**config.mk**
```make
export PLATFORM = sky130hd
export DESIGN_NAME = contrast_ratio_checker_core
export DESIGN_NICKNAME = d
export VERILOG_FILES = /design/src/rtl/crchk_pkg.sv /design/src/rtl/contrast_ratio_checker_core.sv
export SDC_FILE = /design/constraint.sdc
export NUM_CORES = 2
export LEC_CHECK = 0
export ABC_AREA = 1
export BUFFER_PORTS_ARGS = -buffer_cell sky130_fd_sc_hd__buf_2
export CAP_MARGIN = 20
export CORE_MARGIN = 2
export CORE_UTILIZATION = 45
export DETAILED_ROUTE_END_ITERATION = 16
export PLACE_DENSITY = 0.6
export SLEW_MARGIN = 20
export SYNTH_ARGS = -nofsm -noshare
export SYNTH_HDL_FRONTEND = slang
export SYNTH_SLANG_ARGS = --single-unit
```
**constraint.sdc**
```tcl
create_clock -name clk -period 7 [get_ports clk]
set_input_delay 0.7 -clock clk [delete_from_list [all_inputs] [get_ports clk]]
set_output_delay 0.7 -clock clk [all_outputs]
set_load 0.005 [all_outputs]
```
**src/rtl/crchk_pkg.sv**
```systemverilog
`timescale 1ns / 1ps

package crchk_pkg;

    // field widths fixed by the interface
    localparam int CHANNEL_W  = 18;
    localparam int HEIGHT_W   = 16;
    localparam int RESULT_W   = 17;
    localparam int CONTRAST_W = 17;
    localparam int CFG_IDX_W  = 2;

    // Q16 luminance weights, sum is exactly 65536
    localparam int WEIGHT_W = 16;
    localparam logic [WEIGHT_W-1:0] WEIGHT_RED   = 16'd13933;
    localparam logic [WEIGHT_W-1:0] WEIGHT_GREEN = 16'd46871;
    localparam logic [WEIGHT_W-1:0] WEIGHT_BLUE  = 16'd4732;

    // 0.05 in Q16
    localparam logic [63:0] OFFSET_Q16 = 64'd3277;

    // register reset values
    localparam logic [HEIGHT_W-1:0]   RST_LARGE_HEIGHT      = 16'd384;
    localparam logic [HEIGHT_W-1:0]   RST_LARGE_BOLD_HEIGHT = 16'd299;
    localparam logic [CONTRAST_W-1:0] RST_LARGE_CONTRAST    = 17'd12288;
    localparam logic [CONTRAST_W-1:0] RST_NORMAL_CONTRAST   = 17'd18432;

    typedef enum logic [CFG_IDX_W-1:0] {
        REG_LARGE_HEIGHT      = 2'd0,
        REG_LARGE_BOLD_HEIGHT = 2'd1,
        REG_LARGE_CONTRAST    = 2'd2,
        REG_NORMAL_CONTRAST   = 2'd3
    } cfg_reg_t;

endpackage

```
**src/rtl/contrast_ratio_checker_core.sv**
```systemverilog
`timescale 1ns / 1ps

// Channel   Signals                                        Handshake
// -------   --------------------------------------------   ---------------------------
// request   fg_/bg_ red/green/blue, text_height, is_bold   start & !busy
// result    fg_/bg_luminance, contrast_ratio,              done, one cycle, no stall
//           large_text, required_contrast
// config    cfg_index, cfg_data                            cfg_valid & cfg_ready
//
// One request per clock while busy is low. The pipeline stages, in order:
// clamp, multiply, sum, min/max plus offset, then one restoring-divide stage per
// quotient bit (RATIO_FRACTION_BITS + 5 stages), whose compare-subtract sets the clock.
// busy is high during reset and drops at the clock after reset is released, then stays low.
// The result side cannot stall, so the pipeline never holds.
module contrast_ratio_checker_core #(
    parameter int CHANNEL_FRACTION_BITS = 16,
    parameter int RATIO_FRACTION_BITS   = 12
) (
    input  logic                                       clk,
    input  logic                                       rst_n,
    input  logic                                       start,
    output logic                                       busy,
    input  logic signed [crchk_pkg::CHANNEL_W-1:0]     fg_red,
    input  logic signed [crchk_pkg::CHANNEL_W-1:0]     fg_green,
    input  logic signed [crchk_pkg::CHANNEL_W-1:0]     fg_blue,
    input  logic signed [crchk_pkg::CHANNEL_W-1:0]     bg_red,
    input  logic signed [crchk_pkg::CHANNEL_W-1:0]     bg_green,
    input  logic signed [crchk_pkg::CHANNEL_W-1:0]     bg_blue,
    input  logic        [crchk_pkg::HEIGHT_W-1:0]      text_height,
    input  logic                                       is_bold,
    input  logic                                       cfg_valid,
    output logic                                       cfg_ready,
    input  logic        [crchk_pkg::CFG_IDX_W-1:0]     cfg_index,
    input  logic        [crchk_pkg::CONTRAST_W-1:0]    cfg_data,
    output logic                                       done,
    output logic        [crchk_pkg::RESULT_W-1:0]      fg_luminance,
    output logic        [crchk_pkg::RESULT_W-1:0]      bg_luminance,
    output logic        [crchk_pkg::CONTRAST_W-1:0]    contrast_ratio,
    output logic                                       large_text,
    output logic        [crchk_pkg::CONTRAST_W-1:0]    required_contrast
);

    localparam int CFB   = CHANNEL_FRACTION_BITS;
    localparam int RFB   = RATIO_FRACTION_BITS;
    localparam int CW    = CFB + 1;                       // clamped channel, 0..1.0
    localparam int XW    = (CW > crchk_pkg::CHANNEL_W) ? CW : crchk_pkg::CHANNEL_W;
    localparam int PW    = CW + crchk_pkg::WEIGHT_W;      // weighted channel
    localparam int SW    = PW + 2;                        // three-term sum
    localparam int LW    = CW;                            // luminance, 0..1.0
    localparam int AW    = CFB + 1;                       // luminance plus offset
    localparam int QW    = RFB + 5;                       // ratio stays below 32
    localparam int LPW   = (LW > crchk_pkg::RESULT_W) ? LW : crchk_pkg::RESULT_W;
    localparam int QPW   = (QW > crchk_pkg::CONTRAST_W) ? QW : crchk_pkg::CONTRAST_W;
    localparam int LATENCY = QW + 4;

    localparam logic [CW-1:0] CH_ONE = {1'b1, {CFB{1'b0}}};
    localparam logic [AW-1:0] OFFSET = AW'((crchk_pkg::OFFSET_Q16 << CFB) >> 16);
    localparam logic [crchk_pkg::WEIGHT_W-1:0] WEIGHT [3] = '{
        crchk_pkg::WEIGHT_RED, crchk_pkg::WEIGHT_GREEN, crchk_pkg::WEIGHT_BLUE
    };

    function automatic logic [CW-1:0] clamp_ch(input logic signed [crchk_pkg::CHANNEL_W-1:0] raw);
        logic [XW-1:0] mag;
        mag = XW'(raw[crchk_pkg::CHANNEL_W-2:0]);
        if (raw[crchk_pkg::CHANNEL_W-1])
            return '0;
        else if (mag > XW'(CH_ONE))
            return CH_ONE;
        else
            return mag[CW-1:0];
    endfunction

    // ------------------------------------------------------------------
    // control and configuration
    // ------------------------------------------------------------------
    logic init_reg;
    logic [crchk_pkg::HEIGHT_W-1:0]   large_height_reg;
    logic [crchk_pkg::HEIGHT_W-1:0]   large_bold_height_reg;
    logic [crchk_pkg::CONTRAST_W-1:0] large_contrast_reg;
    logic [crchk_pkg::CONTRAST_W-1:0] normal_contrast_reg;
    logic accept;

    assign busy      = init_reg;
    assign cfg_ready = ~init_reg;
    assign accept    = start & ~init_reg;

    always_ff @(posedge clk or negedge rst_n)
    begin
        if (!rst_n)
        begin
            init_reg <= 1'b1;
        end
        else
        begin
            init_reg <= 1'b0;
        end
    end

    always_ff @(posedge clk or negedge rst_n)
    begin
        if (!rst_n)
        begin
            large_height_reg      <= crchk_pkg::RST_LARGE_HEIGHT;
            large_bold_height_reg <= crchk_pkg::RST_LARGE_BOLD_HEIGHT;
            large_contrast_reg    <= crchk_pkg::RST_LARGE_CONTRAST;
            normal_contrast_reg   <= crchk_pkg::RST_NORMAL_CONTRAST;
        end
        else if (cfg_valid && cfg_ready)
        begin
            unique case (crchk_pkg::cfg_reg_t'(cfg_index))
                crchk_pkg::REG_LARGE_HEIGHT:
                    large_height_reg <= cfg_data[crchk_pkg::HEIGHT_W-1:0];
                crchk_pkg::REG_LARGE_BOLD_HEIGHT:
                    large_bold_height_reg <= cfg_data[crchk_pkg::HEIGHT_W-1:0];
                crchk_pkg::REG_LARGE_CONTRAST:
                    large_contrast_reg <= cfg_data;
                crchk_pkg::REG_NORMAL_CONTRAST:
                    normal_contrast_reg <= cfg_data;
            endcase
        end
    end

    // ------------------------------------------------------------------
    // stage 1: clamp, large-text decision
    // ------------------------------------------------------------------
    logic                             s1_valid_reg;
    logic [CW-1:0]                    s1_fg_reg [3];
    logic [CW-1:0]                    s1_bg_reg [3];
    logic                             s1_large_reg;
    logic [crchk_pkg::CONTRAST_W-1:0] s1_req_reg;
    logic                             large_next;

    assign large_next = text_height >= (is_bold ? large_bold_height_reg : large_height_reg);

    always_ff @(posedge clk or negedge rst_n)
    begin
        if (!rst_n)
            s1_valid_reg <= 1'b0;
        else
            s1_valid_reg <= accept;
    end

    always_ff @(posedge clk)
    begin
        s1_fg_reg[0] <= clamp_ch(fg_red);
        s1_fg_reg[1] <= clamp_ch(fg_green);
        s1_fg_reg[2] <= clamp_ch(fg_blue);
        s1_bg_reg[0] <= clamp_ch(bg_red);
        s1_bg_reg[1] <= clamp_ch(bg_green);
        s1_bg_reg[2] <= clamp_ch(bg_blue);
        s1_large_reg <= large_next;
        s1_req_reg   <= large_next ? large_contrast_reg : normal_contrast_reg;
    end

    // ------------------------------------------------------------------
    // stage 2: weight each channel
    // ------------------------------------------------------------------
    logic                             s2_valid_reg;
    logic [PW-1:0]                    s2_fg_reg [3];
    logic [PW-1:0]                    s2_bg_reg [3];
    logic                             s2_large_reg;
    logic [crchk_pkg::CONTRAST_W-1:0] s2_req_reg;

    always_ff @(posedge clk or negedge rst_n)
    begin
        if (!rst_n)
            s2_valid_reg <= 1'b0;
        else
            s2_valid_reg <= s1_valid_reg;
    end

    always_ff @(posedge clk)
    begin
        for (int i = 0; i < 3; i++)
        begin
            s2_fg_reg[i] <= PW'(s1_fg_reg[i]) * PW'(WEIGHT[i]);
            s2_bg_reg[i] <= PW'(s1_bg_reg[i]) * PW'(WEIGHT[i]);
        end
        s2_large_reg <= s1_large_reg;
        s2_req_reg   <= s1_req_reg;
    end

    // ------------------------------------------------------------------
    // stage 3: luminance sums
    // ------------------------------------------------------------------
    logic                             s3_valid_reg;
    logic [LW-1:0]                    s3_fg_lum_reg;
    logic [LW-1:0]                    s3_bg_lum_reg;
    logic                             s3_large_reg;
    logic [crchk_pkg::CONTRAST_W-1:0] s3_req_reg;
    logic [SW-1:0]                    fg_sum;
    logic [SW-1:0]                    bg_sum;

    assign fg_sum = SW'(s2_fg_reg[0]) + SW'(s2_fg_reg[1]) + SW'(s2_fg_reg[2]);
    assign bg_sum = SW'(s2_bg_reg[0]) + SW'(s2_bg_reg[1]) + SW'(s2_bg_reg[2]);

    always_ff @(posedge clk or negedge rst_n)
    begin
        if (!rst_n)
            s3_valid_reg <= 1'b0;
        else
            s3_valid_reg <= s2_valid_reg;
    end

    always_ff @(posedge clk)
    begin
        s3_fg_lum_reg <= fg_sum[16 +: LW];
        s3_bg_lum_reg <= bg_sum[16 +: LW];
        s3_large_reg  <= s2_large_reg;
        s3_req_reg    <= s2_req_reg;
    end

    // ------------------------------------------------------------------
    // stage 4: order, add offset, load the divider
    // numerator = (lighter + offset) << RFB; the quotient fits QW bits,
    // so the bits above QW seed the partial remainder.
    // ------------------------------------------------------------------
    logic                             dv_valid_reg [QW+1];
    logic [AW-1:0]                    dv_rem_reg   [QW+1];
    logic [QW-1:0]                    dv_bits_reg  [QW+1];
    logic [QW-1:0]                    dv_quo_reg   [QW+1];
    logic [AW-1:0]                    dv_den_reg   [QW+1];
    logic [LW-1:0]                    dv_fg_reg    [QW+1];
    logic [LW-1:0]                    dv_bg_reg    [QW+1];
    logic                             dv_large_reg [QW+1];
    logic [crchk_pkg::CONTRAST_W-1:0] dv_req_reg   [QW+1];

    logic [AW-1:0] lighter_next;
    logic [AW-1:0] darker_next;
    logic [AW-1:0] num_hi_next;

    always_comb
    begin
        if (s3_fg_lum_reg > s3_bg_lum_reg)
        begin
            lighter_next = AW'(s3_fg_lum_reg) + OFFSET;
            darker_next  = AW'(s3_bg_lum_reg) + OFFSET;
        end
        else
        begin
            lighter_next = AW'(s3_bg_lum_reg) + OFFSET;
            darker_next  = AW'(s3_fg_lum_reg) + OFFSET;
        end
        num_hi_next = lighter_next >> 5;
    end

    always_ff @(posedge clk or negedge rst_n)
    begin
        if (!rst_n)
            dv_valid_reg[0] <= 1'b0;
        else
            dv_valid_reg[0] <= s3_valid_reg;
    end

    always_ff @(posedge clk)
    begin
        dv_rem_reg[0]   <= num_hi_next;
        dv_bits_reg[0]  <= {lighter_next[4:0], {RFB{1'b0}}};
        dv_quo_reg[0]   <= '0;
        dv_den_reg[0]   <= darker_next;
        dv_fg_reg[0]    <= s3_fg_lum_reg;
        dv_bg_reg[0]    <= s3_bg_lum_reg;
        dv_large_reg[0] <= s3_large_reg;
        dv_req_reg[0]   <= s3_req_reg;
    end

    // ------------------------------------------------------------------
    // restoring divider, one quotient bit per stage
    // ------------------------------------------------------------------
    for (genvar k = 0; k < QW; k++)
    begin : g_div
        logic [AW:0] trial;
        logic        fits;

        assign trial = {dv_rem_reg[k], dv_bits_reg[k][QW-1]};
        assign fits  = trial >= {1'b0, dv_den_reg[k]};

        always_ff @(posedge clk or negedge rst_n)
        begin
            if (!rst_n)
                dv_valid_reg[k+1] <= 1'b0;
            else
                dv_valid_reg[k+1] <= dv_valid_reg[k];
        end

        always_ff @(posedge clk)
        begin
            dv_rem_reg[k+1]   <= fits ? AW'(trial - {1'b0, dv_den_reg[k]}) : trial[AW-1:0];
            dv_bits_reg[k+1]  <= dv_bits_reg[k] << 1;
            dv_quo_reg[k+1]   <= {dv_quo_reg[k][QW-2:0], fits};
            dv_den_reg[k+1]   <= dv_den_reg[k];
            dv_fg_reg[k+1]    <= dv_fg_reg[k];
            dv_bg_reg[k+1]    <= dv_bg_reg[k];
            dv_large_reg[k+1] <= dv_large_reg[k];
            dv_req_reg[k+1]   <= dv_req_reg[k];
        end
    end

    // ------------------------------------------------------------------
    // result ports, straight from the last divider stage
    // ------------------------------------------------------------------
    logic [LPW-1:0] fg_pad;
    logic [LPW-1:0] bg_pad;
    logic [QPW-1:0] quo_pad;

    assign fg_pad  = LPW'(dv_fg_reg[QW]);
    assign bg_pad  = LPW'(dv_bg_reg[QW]);
    assign quo_pad = QPW'(dv_quo_reg[QW]);

    assign done              = dv_valid_reg[QW];
    assign fg_luminance      = fg_pad[crchk_pkg::RESULT_W-1:0];
    assign bg_luminance      = bg_pad[crchk_pkg::RESULT_W-1:0];
    assign contrast_ratio    = quo_pad[crchk_pkg::CONTRAST_W-1:0];
    assign large_text        = dv_large_reg[QW];
    assign required_contrast = dv_req_reg[QW];

    // ------------------------------------------------------------------
    // assertions
    // ------------------------------------------------------------------
    a_latency: assert property (@(posedge clk) disable iff (!rst_n)
        done == $past(accept, LATENCY))
        else $error("result strobe does not match accepted request");

    a_rem_below_den: assert property (@(posedge clk) disable iff (!rst_n)
        dv_valid_reg[QW] |-> (dv_rem_reg[QW] < dv_den_reg[QW]))
        else $error("divider remainder not below divisor");

    a_ratio_at_least_one: assert property (@(posedge clk) disable iff (!rst_n)
        dv_valid_reg[QW] |-> (dv_quo_reg[QW] >= QW'(1) << RFB))
        else $error("contrast ratio below one");

    a_seed_below_den: assert property (@(posedge clk) disable iff (!rst_n)
        dv_valid_reg[0] |-> (dv_rem_reg[0] < dv_den_reg[0]))
        else $error("quotient overflows divider width");

endmodule

```
* Yosys cells after proc, flatten, opt, wreduce, memory -nomap -nowiden
Memory sizes are Yosys's and may differ from the RTL's.
Cells that the tools add are included.
** Word-level totals
- Register bits after elaboration :: 176
- Bits in writable memories :: 2442
- Input port bits :: 148
- Output and inout bits :: 72
- Logic and storage cells :: 144
- Memories kept :: 12
** Operators by class
- $add $sub $neg :: 23
- $mul :: 6
- $lt $le $gt $ge :: 25
- Eq/ne operators :: 3
- Multiplexer cells :: 33
- Bitwise gates (word level) :: 2
- Reduce and logical (&&, ||, !) cells :: 6
** Memories
- dv_bg_reg :: depth 18, width 17, read ports 18, clocked after Yosys merged registers in 0, wr ports 18, RTL line contrast_ratio_checker_core.sv:224 : logic [LW-1:0] dv_bg_reg [QW+1];
- dv_den_reg :: depth 18, width 17, read ports 17, clocked after Yosys merged registers in 0, wr ports 18, RTL line contrast_ratio_checker_core.sv:222 : logic [AW-1:0] dv_den_reg [QW+1];
- dv_fg_reg :: depth 18, width 17, read ports 18, clocked after Yosys merged registers in 0, wr ports 18, RTL line contrast_ratio_checker_core.sv:223 : logic [LW-1:0] dv_fg_reg [QW+1];
- dv_quo_reg :: depth 18, width 17, read ports 18, clocked after Yosys merged registers in 0, wr ports 18, RTL line contrast_ratio_checker_core.sv:221 : logic [QW-1:0] dv_quo_reg [QW+1];
- dv_rem_reg :: depth 18, width 17, read ports 17, clocked after Yosys merged registers in 0, wr ports 18, RTL line contrast_ratio_checker_core.sv:219 : logic [AW-1:0] dv_rem_reg [QW+1];
- dv_req_reg :: depth 18, width 17, read ports 18, clocked after Yosys merged registers in 0, wr ports 18, RTL line contrast_ratio_checker_core.sv:226 : logic [crchk_pkg::CONTRAST_W-1:0] dv_req_reg [QW+1];
- +6 memories
** Operator list (number)
- two-way mux 17 bit :: 32
- >= comparator 18 x 17 -> 1 bit :: 17
- subtractor 17 bit :: 17
- adder 33 bit :: 4
- greater-than comparator 17 bit, second input constant :: 6
- multiplier 17 x 16 -> 33 bit, second input constant :: 2
- multiplier 17 x 14 -> 31 bit, second input constant :: 2
- multiplier 17 x 11 -> 28 bit, second input constant :: 2
- adder 17 x 12 -> 17 bit, second input constant :: 2
- greater-than comparator 17 bit :: 1
- >= comparator 16 bit :: 1
- two-way mux 16 bit :: 1
- AND reduction 2 bit :: 4
- == test 2 bit, second input constant :: 2
- == test 2 x 1 -> 1 bit, second input constant :: 1
- logical NOT 2 bit :: 1
- AND 1 bit :: 1
- logical AND 1 bit :: 1
- inverter 1 bit :: 1

* Longest topological paths before layout
- Word-level depth :: 3
- Gate-level depth with buffers :: 23
- Gate-level depth less buffers :: 23

* Least setup slack after synthesis
No wires, ideal clock.
- Kind :: reg2reg
- From :: memory s1_bg_reg[0][7] (netlist bit)
- To :: memory s2_bg_reg[0][25] (netlist bit)
- Setup time :: 0.113 ns
- Data arrival time :: 4.536 ns
- Data required time :: 6.887 ns
- Path slack :: 2.351 ns
- Stages on the path, launching flop included :: 19
- Buffers on the path :: 0
- Clock period less this slack :: 4.649 ns
- Path through :: dfxtp_1 ha_1 inv_1 fa_1 inv_1 fa_1 fa_1 inv_1 fa_1 fa_1 inv_1 ha_1 nand2_1 nor2_1 inv_1 nor3_1 nand3_1 nand4_1 nand2_1
** RTL lines
- start, declared :: RTL line contrast_ratio_checker_core.sv:128 : logic [CW-1:0] s1_bg_reg [3];
- end, declared :: RTL line contrast_ratio_checker_core.sv:160 : logic [PW-1:0] s2_bg_reg [3];

==> flow_summary.json <==
{
  "cts-root-buf": "clkbuf_16",
  "rows": 176,
  "synth_top_family_by_area": "adder cells",
  "synth_flop_cell": "dfxtp_1",
  "die_w_um": 485,
  "route.detailed.wl_per_inst_um": 15.0,
  "crit_type": "reg2reg",
  "vias_per_cell": 4.69,
  "slew_viol_final": 0,
  "grt_pass1_wl_mm": 383,
  "path_clk_slew_ns": 0.06,
  "synth-edff-count": 0,
  "synth_simple_gate_area_share_pct": 18.8,
  "peakVddDrop_uv": 275,
  "hold_viol": 0,
  "final_nets": 14174,
  "die-area_um2": 235000,
  "avgSynthCellArea_um2": 8.69,
  "status": "finished clean",
  "dp.cells": 15155,
  "grt_pass1_vias": 74093,
  "crit_family": "adder cells",
  "pre_cts_ws_ns": 1.94,
  "period_minus_slack_ns": 5.08,
  "path_cells": "ha_1 -> inv_1 -> fa_1 -> fa_1 -> inv_1 -> fa_1 -> fa_1 -> inv_1 -> fa_1 -> inv_1 -> ha_1 -> nand2_1 -> nor2_1 -> nand3_1 -> nand2_1 -> nand2_1 -> nand3_1 -> nand2_1",
  "reg2reg_to": "s2_fg_reg[0][57]",
  "r2r_cells": 18,
  "fin_skew_ns": 0.0535,
  "seq_power_share_pct": 33.1,
  "worst_slew_pin_slew_ns": 1.09,
  "layout-drive-gt1-share_pct": 5.77,
  "htree_levels": 4,
  "hold_path_depth": 3,
  "slew-limit-headroom_pct": 27.6,
  "synth-compound-area-share_pct": 4.23,
  "track_usage_pct": 20.1,
  "holdCritStartpoint": "bg_green[4]",
  "grt_max_degree": 89,
  "swShare_pct": 42.6,
  "final_cells": 15577,
  "cts_buffers": 214,
  "max_freq_ghz": 0.197,
  "synthCells": 11983,
  "area_delta_synth_final_pct": 11.8,
  "ys_seq_elements": 2139,
  "yosysSeqAreaShare_pct": 41.5,
  "yosys-top-cells-count": "nand2_1, inv_1, dfxtp_1",
  "yosysMostFrequentCell": "nand2_1",
  "min_to": "s1_bg_reg[0][21]",
  "cp-start-kind": "flip-flop",
  "synth_top_area_cell": "dfxtp_1",
  "grt_overflow": 0,
  "async_flop_share_pct": 4.11,
  "wl_mm": 233,
  "clk_latency_ns": 0.85,
  "p_comb_share_pct": 47.3,
  "period_share_pct": 72.6,
  "cts_tree": "built",
  "worst_slack_ns": 1.92,
  "place_hpwl_mm": 192,
  "clock_path_buffers": 3,
  "cp_common_cell": "fa_1",
  "pin_count": 220,
  "reg2reg_from": "s1_fg_reg[0][21]",
  "drtIter0Drc": 3794,
  "cts_resized": 0,
  "cpPeakStageDelay_ns": 0.59,
  "place.gp.congestion": 0.914,
  "drt_first_pass_iters": 6,
  "synth_mux_area_share_pct": 0.155,
  "die_h_um": 485,
  "setup_violations": 0,
  "cp.buffers_inverters": 4,
  "worstPathMaxFanout": 6,
  "drc": 0,
  "vias": 73064,
  "synthDistinctLibCells": 55,
  "place.port_buffers": 219,
  "r2r_slack_ns": 1.92,
  "final_antenna_net_count": 0,
  "arrival_ns": 5.81,
  "synth_warnings": 0,
  "rsz0062_at_grt": "no",
  "p_switching_uw": 26100,
  "antenna_found_initial": 10,
  "cp-startpoint": "s1_fg_reg[0][21]",
  "p_int_uw": 35100,
  "crit_required_ns": 7.73,
  "slowest_stage": "fa_1",
  "synth-adder-area-share_pct": 24.4,
  "worstHoldPathType": "in2reg",
  "final_util_pct": 50.6,
  "start_util_pct": 45.3,
  "synth_top_area_share_pct": 39.4,
  "power_density_nw_per_um2": 525,
  "synth-xor-area-share_pct": 2.07,
  "cts_sinks": 2139,
  "tns_ns": 0,
  "synth_area_um2": 104000,
  "synth_nets": 13796,
  "synth_area_leaders": "dfxtp_1, ha_1, fa_1",
  "clock_power_share_pct": 19.6,
  "cp-end-kind": "flip-flop",
  "cap_violations": 0,
  "p_leak_uw": 0.0616,
  "core_um2": 230000
}
-- placed cells by master, fill, tap and decap left out, types with 74 or more instances in the layout --
master and count:
ha_1 1058, buf_2 218, nand2_1 3050, xor2_1 175
nor3_1 74, dfxtp_1 2051, dfrtp_1 76, inv_1 2311
a21oi_1 395, o21ai_0 265, nand4_1 112, fa_1 607
nand3b_1 94, nor2_1 735, nand3_1 521, clkbuf_16 218
-- how the worst max path moves through the flow --
stage                        to  cells after the start  slack, ns
2_1_floorplan  s2_bg_reg[0][25]                     18       2.35
3_3_place_gp   s2_fg_reg[0][57]                     18       1.93
3_5_place_dp   s2_bg_reg[0][25]                     18       1.94
4_1_cts        s2_fg_reg[0][65]                     18       1.89
5_1_grt        s2_bg_reg[0][25]                     18       1.63
6_report       s2_fg_reg[0][57]                     18       1.92
-- area by class of cell --
cell class                 count  area [um^2]
antenna                        5         12.5
inverter                    2326         8740
timing repair buffer         237         1280
tap                         3026         3790
clock buffer                 303         6280
multi-input combinational   7443        51700
clock inverter                98         1410
fill                       21550       114000
sequential                  2139        43300
-- layer usage --
layer	track usage (%)	vias to the layer above	wire, um
li1	-	37662	-
met1	27.3	33774	111000
met2	33.6	1301	107000
met3	2.92	327	9890
met4	5.06	0	5190
met5	0	-	0
-- stage by stage --
stage	instance area, um^2	hold WS [ns]	total power, uW
after global placement	109000	0.310	49000
final	116000	0.0785	61200
after CTS	116000	0.000763	61800
after global routing	116000	0.0131	67100
after floorplan	104000	0.310	41400
after detailed placement	109000	0.312	49500
-- worst reg2reg max path: cells and delay by family, from the launching register on --
| kind | cells | cell delay, ns |
|---|---|---|
| flops | 1 | 0.54 |
| fa+ha+maj | 7 | 3.19 |
| buf+inv | 4 | 0.23 |
| simple gates | 7 | 1.02 |
-- timing repair --
action | 4_1_cts | 5_1_grt
hold buffers | 15 | 1
hold endpoints to repair | 14 | 76
buffers inserted | 0 | 0
-- power by group through the flow --
stage          Sequential (uW)  Combinational [uW]  Clock (uW)
3_3_place_gp             20600               28500           0
2_1_floorplan            19200               22200           0
4_1_cts                  20400               29000       12400
3_5_place_dp             20600               28800           0
5_1_grt                  20800               33400       12900
6_report                 20300               29000       12000
-- cell families after synthesis --
kind of cell	count (synthesis)
buffers and inverters	2401
flip-flops	2139
other	1
XOR/XNOR	246
AND/OR/NAND/NOR	4718
adder cells (fa/ha/maj)	1665
AO/OA/AOI/OAI	797
multiplexers	16
No activity file was read; power rests on OpenSTA's default activity.
